### src/sv/fmgps_pkg.sv
// ----------------------------------------------------------------------------
// fmgps_pkg
// Shared constants, types and helper functions of the FASTA pattern scanner.
// ----------------------------------------------------------------------------
package fmgps_pkg;

	localparam int NUM_PATTERNS = 5;
	localparam int PATTERN_LEN  = 36;
	localparam int WIN_W        = 2 * PATTERN_LEN;
	localparam int RUN_W        = $clog2(PATTERN_LEN + 1);
	localparam int Q_DEPTH      = 4;
	localparam int Q_AW         = $clog2(Q_DEPTH);
	localparam int Q_CW         = $clog2(Q_DEPTH + 1);

	// special bytes of the file format
	localparam logic [7:0] CH_HEADER = 8'h3E;  // '>'
	localparam logic [7:0] CH_LF     = 8'h0A;
	localparam logic [7:0] CH_CR     = 8'h0D;
	localparam logic [7:0] CH_SPACE  = 8'h20;
	localparam logic [7:0] CH_LOW_A  = 8'h61;
	localparam logic [7:0] CH_LOW_Z  = 8'h7A;
	localparam logic [7:0] CASE_OFS  = 8'h20;
	localparam logic [7:0] CH_A      = 8'h41;
	localparam logic [7:0] CH_C      = 8'h43;
	localparam logic [7:0] CH_G      = 8'h47;
	localparam logic [7:0] CH_T      = 8'h54;

	// base codes
	localparam logic [1:0] BASE_A = 2'd0;
	localparam logic [1:0] BASE_C = 2'd1;
	localparam logic [1:0] BASE_G = 2'd2;
	localparam logic [1:0] BASE_T = 2'd3;

	// operation kinds handed from front to back
	localparam logic [1:0] OP_BASE  = 2'd0;
	localparam logic [1:0] OP_OTHER = 2'd1;
	localparam logic [1:0] OP_EOF   = 2'd2;

	typedef struct packed {
		logic [1:0] kind;
		logic       brk;   // a run of blanks came before this byte
		logic [1:0] code;
	} op_t;

	typedef struct packed {
		logic valid;
		op_t  op;
	} push_t;

	// base code of an upper-case byte; valid flag low for anything else
	function automatic logic [2:0] base_lookup(input logic [7:0] c);
		logic [2:0] r;
		unique case (c)
			CH_A:    r = {1'b1, BASE_A};
			CH_C:    r = {1'b1, BASE_C};
			CH_G:    r = {1'b1, BASE_G};
			CH_T:    r = {1'b1, BASE_T};
			default: r = {1'b0, BASE_A};
		endcase
		return r;
	endfunction

	// pack a pattern string into window layout: base k at bits [2k+1:2k]
	function automatic logic [WIN_W-1:0] pat_vec(input logic [8*PATTERN_LEN-1:0] s);
		logic [WIN_W-1:0] v;
		logic [2:0]       b;
		v = '0;
		for (int k = 0; k < PATTERN_LEN; k++) begin
			b = base_lookup(s[8*(PATTERN_LEN-1-k) +: 8]);
			v[2*k +: 2] = b[1:0];
		end
		return v;
	endfunction

	localparam logic [WIN_W-1:0] PAT_TABLE [NUM_PATTERNS] = '{
		pat_vec("ATGAGTATTCAACATTTCCGTGTCGCCCTTATTCCC"),
		pat_vec("ATGAAAAAGATAGAAATTTCTTCAGTATTCAAAGAA"),
		pat_vec("ATGCGTTATATTCGCCTGTGTATTATCTCCCTGTGA"),
		pat_vec("ATGGCAAAGACAGCTATGACCATGATTACGCCAAGC"),
		pat_vec("ATGATTGAACAAGATGGATTGCACGCAGGTTCTCCG")
	};

endpackage

### src/sv/fmgps_front.sv
// ----------------------------------------------------------------------------
// fmgps_front
// Line parser: drops headers, line feeds and blanks, flags a blank run on the
// next kept byte, folds case and turns kept bytes and end of file into operations.
// ----------------------------------------------------------------------------
module fmgps_front import fmgps_pkg::*; (
	input  logic       clk,
	input  logic       arst_n,
	input  logic       take,         // a word is accepted this cycle
	input  logic [7:0] char_code,
	input  logic       end_of_file,
	output push_t      push
);

	logic       at_line_start_q;
	logic       in_header_q;
	logic       pending_blank_q;

	logic       hdr;
	logic       is_blank;
	logic [7:0] upper;
	logic [2:0] lookup;

	// classify the incoming byte
	always_comb begin
		hdr      = in_header_q | (at_line_start_q & (char_code == CH_HEADER));
		is_blank = (char_code == CH_CR) | (char_code == CH_SPACE);
		upper    = ((char_code >= CH_LOW_A) && (char_code <= CH_LOW_Z)) ?
		           (char_code - CASE_OFS) : char_code;
		lookup   = base_lookup(upper);

		push.valid   = 1'b0;
		push.op.kind = OP_OTHER;
		push.op.brk  = pending_blank_q;
		push.op.code = lookup[1:0];
		if (end_of_file) begin
			push.valid   = take;
			push.op.kind = OP_EOF;
		end else if ((char_code != CH_LF) && !hdr && !is_blank) begin
			push.valid   = take;
			push.op.kind = lookup[2] ? OP_BASE : OP_OTHER;
		end
	end

	// track line state
	always_ff @(posedge clk or negedge arst_n) begin
		if (!arst_n) begin
			at_line_start_q <= 1'b1;
			in_header_q     <= 1'b0;
			pending_blank_q <= 1'b0;
		end else if (take) begin
			if (end_of_file || (char_code == CH_LF)) begin
				at_line_start_q <= 1'b1;
				in_header_q     <= 1'b0;
				pending_blank_q <= 1'b0;
			end else begin
				at_line_start_q <= 1'b0;
				in_header_q     <= hdr;
				if (!hdr) begin
					pending_blank_q <= is_blank;
				end
			end
		end
	end

endmodule

### src/sv/fmgps_queue.sv
// ----------------------------------------------------------------------------
// fmgps_queue
// Small operation FIFO between the parser and the matcher.
// ----------------------------------------------------------------------------
module fmgps_queue import fmgps_pkg::*; (
	input  logic  clk,
	input  logic  arst_n,
	input  push_t push,
	output logic  full,
	output logic  avail,
	input  logic  pop,
	output op_t   head
);

	op_t              entry_q [Q_DEPTH];
	logic [Q_AW-1:0]  wr_ptr_q;
	logic [Q_AW-1:0]  rd_ptr_q;
	logic [Q_CW-1:0]  count_q;

	logic do_push;
	logic do_pop;

	assign full    = (count_q == Q_CW'(Q_DEPTH));
	assign avail   = (count_q != '0);
	assign head    = entry_q[rd_ptr_q];
	assign do_push = push.valid & ~full;
	assign do_pop  = pop & avail;

	// store the operation
	always_ff @(posedge clk) begin
		if (do_push) begin
			entry_q[wr_ptr_q] <= push.op;
		end
	end

	// advance pointers and fill count
	always_ff @(posedge clk or negedge arst_n) begin
		if (!arst_n) begin
			wr_ptr_q <= '0;
			rd_ptr_q <= '0;
			count_q  <= '0;
		end else begin
			if (do_push) begin
				wr_ptr_q <= wr_ptr_q + 1'b1;
			end
			if (do_pop) begin
				rd_ptr_q <= rd_ptr_q + 1'b1;
			end
			if (do_push && !do_pop) begin
				count_q <= count_q + 1'b1;
			end else if (do_pop && !do_push) begin
				count_q <= count_q - 1'b1;
			end
		end
	end

endmodule

### src/sv/fmgps_back.sv
// ----------------------------------------------------------------------------
// fmgps_back
// Matcher: shifts bases into the window, counts the base run, compares the
// window with every pattern and delivers the summary word at end of file.
// ----------------------------------------------------------------------------
module fmgps_back import fmgps_pkg::*; (
	input  logic       clk,
	input  logic       arst_n,
	input  logic       avail,
	input  op_t        head,
	output logic       pop,
	output logic       m_tvalid,
	input  logic       m_tready,
	output logic [7:0] m_tdata    // [4:0] present_bits, [5] empty_genome, [7:6] zero
);

	logic [WIN_W-1:0]        window_q;
	logic [RUN_W-1:0]        run_length_q;
	logic [NUM_PATTERNS-1:0] found_bits_q;
	logic                    seen_sequence_q;
	logic                    out_valid_q;
	logic [4:0]              out_present_q;
	logic                    out_empty_q;

	logic                    slot_free;
	logic [RUN_W-1:0]        run_base;
	logic [RUN_W-1:0]        run_next;
	logic [WIN_W-1:0]        win_next;
	logic [NUM_PATTERNS-1:0] hit;
	logic [4:0]              found_out;

	assign slot_free = ~out_valid_q | m_tready;
	assign pop       = avail & ((head.kind != OP_EOF) | slot_free);

	// next window, run and pattern hits
	always_comb begin
		run_base = head.brk ? '0 : run_length_q;
		run_next = (run_base < RUN_W'(PATTERN_LEN)) ? (run_base + 1'b1) : run_base;
		win_next = {head.code, window_q[WIN_W-1:2]};
		for (int p = 0; p < NUM_PATTERNS; p++) begin
			hit[p] = (win_next == PAT_TABLE[p]) && (run_next >= RUN_W'(PATTERN_LEN));
		end
		found_out = '0;
		found_out[NUM_PATTERNS-1:0] = found_bits_q;
	end

	// shift the window
	always_ff @(posedge clk) begin
		if (pop && (head.kind == OP_BASE)) begin
			window_q <= win_next;
		end
	end

	// hold the result word
	always_ff @(posedge clk) begin
		if (pop && (head.kind == OP_EOF)) begin
			out_present_q <= found_out;
			out_empty_q   <= ~seen_sequence_q;
		end
	end

	// update scan state
	always_ff @(posedge clk or negedge arst_n) begin
		if (!arst_n) begin
			run_length_q    <= '0;
			found_bits_q    <= '0;
			seen_sequence_q <= 1'b0;
			out_valid_q     <= 1'b0;
		end else begin
			// drop the word once taken, load a new one at end of file
			out_valid_q <= (out_valid_q & ~m_tready) | (pop & (head.kind == OP_EOF));
			if (pop) begin
				unique case (head.kind)
					OP_BASE: begin
						seen_sequence_q <= 1'b1;
						run_length_q    <= run_next;
						found_bits_q    <= found_bits_q | hit;
					end
					OP_OTHER: begin
						seen_sequence_q <= 1'b1;
						run_length_q    <= '0;
					end
					OP_EOF: begin
						seen_sequence_q <= 1'b0;
						run_length_q    <= '0;
						found_bits_q    <= '0;
					end
					default: begin
						run_length_q <= run_length_q;
					end
				endcase
			end
		end
	end

	assign m_tvalid = out_valid_q;
	assign m_tdata  = {2'b00, out_empty_q, out_present_q};

endmodule

### src/sv/fasta_multi_gene_pattern_scanner_core.sv
// ----------------------------------------------------------------------------
// fasta_multi_gene_pattern_scanner_core
// Scans a FASTA byte stream for five fixed 36-base genes.
// ----------------------------------------------------------------------------
// Feed the file one byte per word on the slave side and mark the end of the
// file with a word whose tlast is high (its byte is ignored). The block takes
// one byte per clock: a parser drops header lines, line feeds and blanks and
// folds case, then a four-entry queue hands each kept byte to the matcher,
// which shifts each base into a 36-base window and compares all patterns in
// the same cycle. The only result is one master-side word per file, registered
// when the matcher takes the end-of-file word; the input stalls only while
// the queue is full, which happens when that result word waits to be taken
// and a second end-of-file word is queued behind it. State clears after each
// file, so files can follow back to back.
module fasta_multi_gene_pattern_scanner_core import fmgps_pkg::*; (
	input  logic       clk,
	input  logic       arst_n,
	input  logic       s_tvalid,
	output logic       s_tready,
	input  logic [7:0] s_tdata,   // [7:0] char_code
	input  logic       s_tlast,   // end_of_file
	output logic       m_tvalid,
	input  logic       m_tready,
	output logic [7:0] m_tdata    // [4:0] present_bits, [5] empty_genome, [7:6] zero
);

	push_t push;
	op_t   head;
	logic  full;
	logic  avail;
	logic  pop;

	assign s_tready = ~full;

	// parse and classify bytes
	fmgps_front u_front (
		.clk         (clk),
		.arst_n      (arst_n),
		.take        (s_tvalid & ~full),
		.char_code   (s_tdata),
		.end_of_file (s_tlast),
		.push        (push)
	);

	// decouple parser from matcher
	fmgps_queue u_queue (
		.clk    (clk),
		.arst_n (arst_n),
		.push   (push),
		.full   (full),
		.avail  (avail),
		.pop    (pop),
		.head   (head)
	);

	// match and report
	fmgps_back u_back (
		.clk      (clk),
		.arst_n   (arst_n),
		.avail    (avail),
		.head     (head),
		.pop      (pop),
		.m_tvalid (m_tvalid),
		.m_tready (m_tready),
		.m_tdata  (m_tdata)
	);

endmodule

### config.mk
export PLATFORM = sky130hd
export DESIGN_NAME = fasta_multi_gene_pattern_scanner_core
export DESIGN_NICKNAME = d
export VERILOG_FILES = /design/src/sv/fmgps_pkg.sv /design/src/sv/fmgps_front.sv /design/src/sv/fmgps_queue.sv /design/src/sv/fmgps_back.sv /design/src/sv/fasta_multi_gene_pattern_scanner_core.sv
export SDC_FILE = /design/constraint.sdc
export NUM_CORES = 1
export LEC_CHECK = 0
export BUFFER_PORTS_ARGS = -buffer_cell sky130_fd_sc_hd__buf_2
export CAP_MARGIN = 30
export CORE_ASPECT_RATIO = 0.9
export CORE_UTILIZATION = 40
export CTS_BUF_LIST = sky130_fd_sc_hd__clkbuf_8
export DETAILED_ROUTE_END_ITERATION = 6
export GPL_ROUTABILITY_DRIVEN = 0
export GPL_TIMING_DRIVEN = 0
export SLEW_MARGIN = 10
export SYNTH_ARGS = -nofsm -noshare
export SYNTH_HDL_FRONTEND = slang
export SYNTH_SLANG_ARGS = --single-unit
### constraint.sdc
create_clock -name clk -period 8 [get_ports clk]
set_clock_uncertainty 0.2 [all_clocks]
set_input_delay 1.6 -clock clk [delete_from_list [all_inputs] [get_ports clk]]
set_output_delay 1.6 -clock clk [all_outputs]
set_load 0.05 [all_outputs]
Word-level counts from Yosys, hierarchy flattened. Memory sizes are Yosys's and may differ from the RTL's. Index checks and enable logic that the tools add are counted.

Register bits after elaboration: 101. Memory bits (writable): 20. Input port bits: 13. Logic and storage cells: 107. Memories kept: 1.

Add/subtract/negate cells: 6. $lt $le $gt $ge: 4. Eq/ne operators: 19. Multiplexer cells: 18. Bitwise operators: 17. Reduce and logical (&&, ||, !) cells: 29.

Memories: u_queue.entry_q (words 4, bits a word 5, read ports 1, clocked after Yosys merged registers in 0, wr ports 1, RTL line fmgps_queue.sv:15) `op_t entry_q [Q_DEPTH];`.

Operators with widths (count): $eq 72x71->1 const B (2); $eq 72x68->1 const B (1); $eq 72x70->1 const B (1); $eq 72x72->1 const B (1); $eq 8x7->1 const B (4); $eq 8x4->1 const B (2); $eq 8x6->1 const B (2); $logic_and 1x1->1 (12); $mux 3 (4); $mux 6 (2); $pmux 3 s4 (1); $pmux 6 s2 (1); $pmux 5 s2 (1); $ge 8x7->1 const B (1); $le 8x7->1 const B (1); $mux 8 (1); $ne 8x4->1 const B (1); $reduce_and 2->1 (4); $reduce_bool 2->1 (4); $sub 8x6->8 const B (1); $and 1x1->1 (7); $mux 1 (7); $add 6x1->6 const B (1); $ge 6x6->1 const B (1); other kinds (17) (30).

Longest topological paths before layout.
Word-level depth: 13. Mapped depth: 13.

By module. A second synthesis with hierarchy kept.

Cells, all modules: 353. Area, all modules: 5097.4 um2.

By module, submodules not included: fmgps_back (instances 1, cells each 238, area each 3555.9 um2); fmgps_queue (instances 1, cells each 62, area each 1162.4 um2); fmgps_front (instances 1, cells each 51, area each 369.1 um2); fasta_multi_gene_pattern_scanner_core (instances 1, cells each 2, area each 10.0 um2).

Least setup slack after synthesis. No wires, ideal clock.

Kind: input-to-reg. Start: input m_tready. End: register u_back.found_bits_q[4]. Setup time: 0.097 ns. Arrival time: 4.154 ns. Slack: 3.549 ns. Cell stages on the path: 5. Cell sequence: nand2b_1 -> o21a_1 -> and2_1 -> o2111ai_1 -> o31ai_1.

Word-level cells in the longest chain between the ends: 4.

Ends and longest elaborated chain: from (decl) (RTL line fasta_multi_gene_pattern_scanner_core.sv:23) `input logic m_tready,`; $or 1x1->1 (RTL line fmgps_back.sv:32) `assign slot_free = ~out_valid_q | m_tready;`; $or 1x1->1 (RTL line fmgps_back.sv:33) `assign pop = avail & ((head.kind != OP_EOF) | slot_free);`; $and 1x1->1 (RTL line fmgps_back.sv:33); $reduce_and 2->1 (no line); to (signal assigned) (RTL line fmgps_back.sv:77) `found_bits_q <= found_bits_q | hit;`; to (decl) (RTL line fmgps_back.sv:19) `logic [NUM_PATTERNS-1:0] found_bits_q;`.

No other way between the ends. A chain may end at the register's enable or synchronous reset.

Worst setup path after layout.
Start: input s_tdata[4]. End: register u_queue.count_q[2].

Word-level cells in the longest chain between the ends: 12. Elaborated cells between the ends (all ways): 19.

Ends and longest elaborated chain: from (decl) (RTL line fasta_multi_gene_pattern_scanner_core.sv:20) `input logic [7:0] s_tdata,`; $eq 8x6->1 (RTL line fmgps_front.sv:26) `hdr = in_header_q | (at_line_start_q & (char_code == CH_HEADER));`; $and 1x1->1 (RTL line fmgps_front.sv:26); $or 1x1->1 (RTL line fmgps_front.sv:26); $logic_not 1->1 (RTL line fmgps_front.sv:39) `end else if ((char_code != CH_LF) && !hdr && !is_blank) begin`; $logic_and 1x1->1 (RTL line fmgps_front.sv:39); $logic_and 1x1->1 * (RTL line fmgps_front.sv:39); $mux 3 * (RTL line fmgps_front.sv:39); $mux 3 * (RTL line fmgps_front.sv:36) `if (end_of_file) begin`; $and 1x1->1 * (RTL line fmgps_queue.sv:26) `assign do_push = push.valid & ~full;`; net u_queue.do_push (RTL line fmgps_queue.sv:20) `logic do_push;`; $logic_not 1->1 (RTL line fmgps_queue.sv:51) `end else if (do_pop && !do_push) begin`; $logic_and 1x1->1 (RTL line fmgps_queue.sv:51); $reduce_bool 2->1 (no line); to (signal assigned) (RTL line fmgps_queue.sv:50) `count_q <= count_q + 1'b1;`; to (signal assigned) (RTL line fmgps_queue.sv:52) `count_q <= count_q - 1'b1;`; to (decl) (RTL line fmgps_queue.sv:18) `logic [Q_CW-1:0] count_q;`.

Mark *: on every way through the listed nets, which the timed path passes. The rest lies on a longest branch.

==> impl_metrics.ini <==
[yosys]
seq_area_frac_synth_pct = 68.4
syn_inst = 345
syn_area_per_cell_sq_um = 14.7
synth_cell_types = 55
synth_flop_cell = edfxtp_1
synth_enable_flop_cells = 96
synth-async-reset-ratio_pct = 19.3
ys_ff_latch = 119
synth_area_sq_mm = 0.00505
yosysWarnings = 0

[drt]
ant_nets = 0
routedWlPerCell_um = 17.5
wl_um = 9750
vias_per_cell = 5.52
vias = 3078
first_pass_iters = 4
drtIter0Drc = 224
drc = 0

[critical_path]
critPathLaunchType = input port
ff2ff_path_depth = 13
rr_endpoint = u_queue.count_q[2]
crit_path_frequent_cell = xor2_1
critical_path_buf_inv_count = 2
worstSetupEndpointType = flop
cpMaxStageDelayCell = o21ai_1
crit_family = adder cells
r2r_setup_slack_ps = 4850
r2r-start = u_queue.rd_ptr_q[0]
critical_path_class = input port to flop
crit_arrival_ps = 3910
timing.critical_path.fanout_max = 10
max_stage_delay_ps = 420
crit_required_ps = 8160
crit_chain = clkbuf_1, nor3_1, a31oi_1, nand4_1, o21ai_1, ha_1, inv_1, fa_1, xor2_1, nor2_1, xor2_1

[global_route]
grt_usage_pct = 16.5
grt_pass1_wl_um = 15600
grt_overflow_total = 0
grt_pass1_vias = 2993
antenna_found_initial = 0
grt_max_degree = 41

[die]
num_io_pins = 23
num_rows = 38
die_w_um = 120
die_area_sq_mm = 0.0131
start_util_pct = 41.5
die_y_um = 109
fp.coreArea_sq_mm = 0.0122

[cells_and_area]
finalNetCount = 410
fill_cells = 1090
stdcell_count = 558
layout_common_cells = edfxtp_1, nand2_1, dfrtp_1
drive_gt1_share_pct = 16.8
antenna_cells = 0
areaGrowthSynthToFinish_pct = 13.7
layout_commonest_cell = edfxtp_1

[power_and_ir_drop]
ir_worst_vdd_uv = 135
p_leak_nw = 2.04
power_density_mw_per_mm2 = 406

[clock_network]
post-cts-setup-buffers = 0
cts_buffer_depth = 2
numCtsBuffers = 17
cts.sinks = 119
clk_pin_slew_worst_paths_ps = 70
ctsHoldBuffers = 0
insertion_delay_ps = 440
cts_tree = built
cts_resized = 0
cts_max_level = 4
clock-root-buffer = clkbuf_8

[timing]
rsz0062_at_grt = no
finalHoldViolCount = 0
maxSlewHeadroom_pct = 59.6
setup_viol = 0
setup_tns_ps = 0
finalWorstPathRequiredPeriod_ps = 3750
timing.fmax_mhz = 267
slew_violations = 0
worst_pin_slew_ps = 600
whs_ps = 250
fin_crit_sh_pct = 46.9

[outcome]
outcome = completed

[worst_hold_path]
min_to = u_back.window_q[2]
whs_path_depth = 0
hp-start = u_back.window_q[4]
hold_path.class = flop to flop

[placement]
dpl.cell_count = 526
place_hpwl_um = 6970
port_buffers = 19

[flow_run]
max-cap-violations = 0
[synth_stat cells (2+ instances only)]
cell | number | area (sq um)
nor4_1 | 10 | 62.6
xnor2_1 | 3 | 26.3
a31oi_1 | 2 | 12.5
and4b_1 | 4 | 40.0
or4_1 | 4 | 30.0
o21ai_0 | 9 | 45.0
xor2_1 | 3 | 26.3
nor2b_1 | 4 | 25.0
nor2_1 | 15 | 56.3
o21bai_1 | 2 | 15.0
o31ai_2 | 2 | 25.0
nand2b_1 | 3 | 18.8
inv_1 | 12 | 45.0
mux4_1 | 4 | 105
ha_1 | 11 | 138
and2b_2 | 2 | 17.5
dfrtp_1 | 22 | 551
nor4bb_1 | 4 | 40.0
nand3_1 | 9 | 45.0
and2_1 | 5 | 31.3
nand4_1 | 8 | 50.1
nand4b_1 | 13 | 114
o31ai_1 | 6 | 45.0
a21oi_1 | 10 | 50.1
clkbuf_1 | 3 | 11.3
mux2_2 | 3 | 33.8
nor3b_1 | 4 | 30.0
nand2_1 | 30 | 113
o41ai_1 | 3 | 26.3
nor4b_1 | 4 | 35.0
nor3_1 | 7 | 35.0
or2_2 | 2 | 12.5
buf_4 | 3 | 22.5
edfxtp_1 | 96 | 2880
a32o_1 | 3 | 30.0
[layer usage]
metal	global-route usage [%]	wire (um)	vias up	part of all wire, %
met3	4.39	522	30	5.4
met2	24.0	4320	102	44
met5	0	0	-	0
met4	11.2	349	0	3.6
met1	21.9	4560	1506	47
li1	-	-	1440	-
[worst max path at each step]
stage | endpoint | slack, ps | start | cells past startpoint
final | u_queue.count_q[2] | 4250 | s_tdata[4] | 11
after global routing | u_queue.count_q[2] | 4010 | s_tdata[4] | 11
after global placement | u_back.found_bits_q[4] | 2710 | m_tready | 6
after floorplan | u_back.found_bits_q[4] | 3550 | m_tready | 5
after CTS | u_queue.count_q[2] | 4240 | s_tdata[4] | 11
after detailed placement | u_queue.count_q[2] | 3790 | s_tdata[4] | 11
[area by class of cell]
cell class,instances,area (sq um),area share (%)
Inverter,12,45.0,0.783
Clock inverter,15,139,2.42
Multi-Input combinational cell,208,1510,26.3
Tap cell,160,200,3.48
Timing Repair Buffer,20,115,2.00
Sequential cell,119,3460,60.2
Buffer,7,45.0,0.783
Clock buffer,17,234,4.07
[state kept, by name, summed over array words and instances (netlist names)]
signal	cells
u_queue.rd_ptr_q	2
u_back.found_bits_q	5
u_back.out_present_q	5
u_front.pending_blank_q	1
u_back.run_length_q	6
u_back.window_q	70
u_back.out_empty_q	1
u_back.m_tvalid	1
u_queue.entry_q	20
u_queue.wr_ptr_q	2
u_front.in_header_q	1
u_back.seen_sequence_q	1
u_queue.count_q	3
u_front.at_line_start_q	1
[where the power goes]
group          total, mW  internal [mW]  switching, mW
Clock              0.507          0.271          0.236
Sequential          1.24           1.04          0.202
Combinational      0.588          0.209          0.379
Total               2.34           1.52          0.817
[per-stage QoR]
step                area, sq um  util [%]  power, mW  worst slack, ps
floorplan                  5060         -       1.61             3550
global placement           5350      44.0       1.82             2710
detailed placement         5380      44.2       1.85             3790
CTS                        5750      47.2       2.36             4240
global route               5750      47.2       2.47             4010
finish                     5750      47.2       2.34             4250
[cell families after synthesis]
family | after synthesis | synth area share [%]
adder cells (fa/ha/maj) | 12 | 3.12
AO/OA/AOI/OAI | 45 | 6.16
AND/OR/NAND/NOR | 135 | 16.2
flip-flops | 119 | 68.4
multiplexers | 8 | 3.19
other | 1 | 0.0742
XOR/XNOR | 6 | 1.04
buffers and inverters | 19 | 1.78
Note: power is estimated with default switching activity, not from simulation.
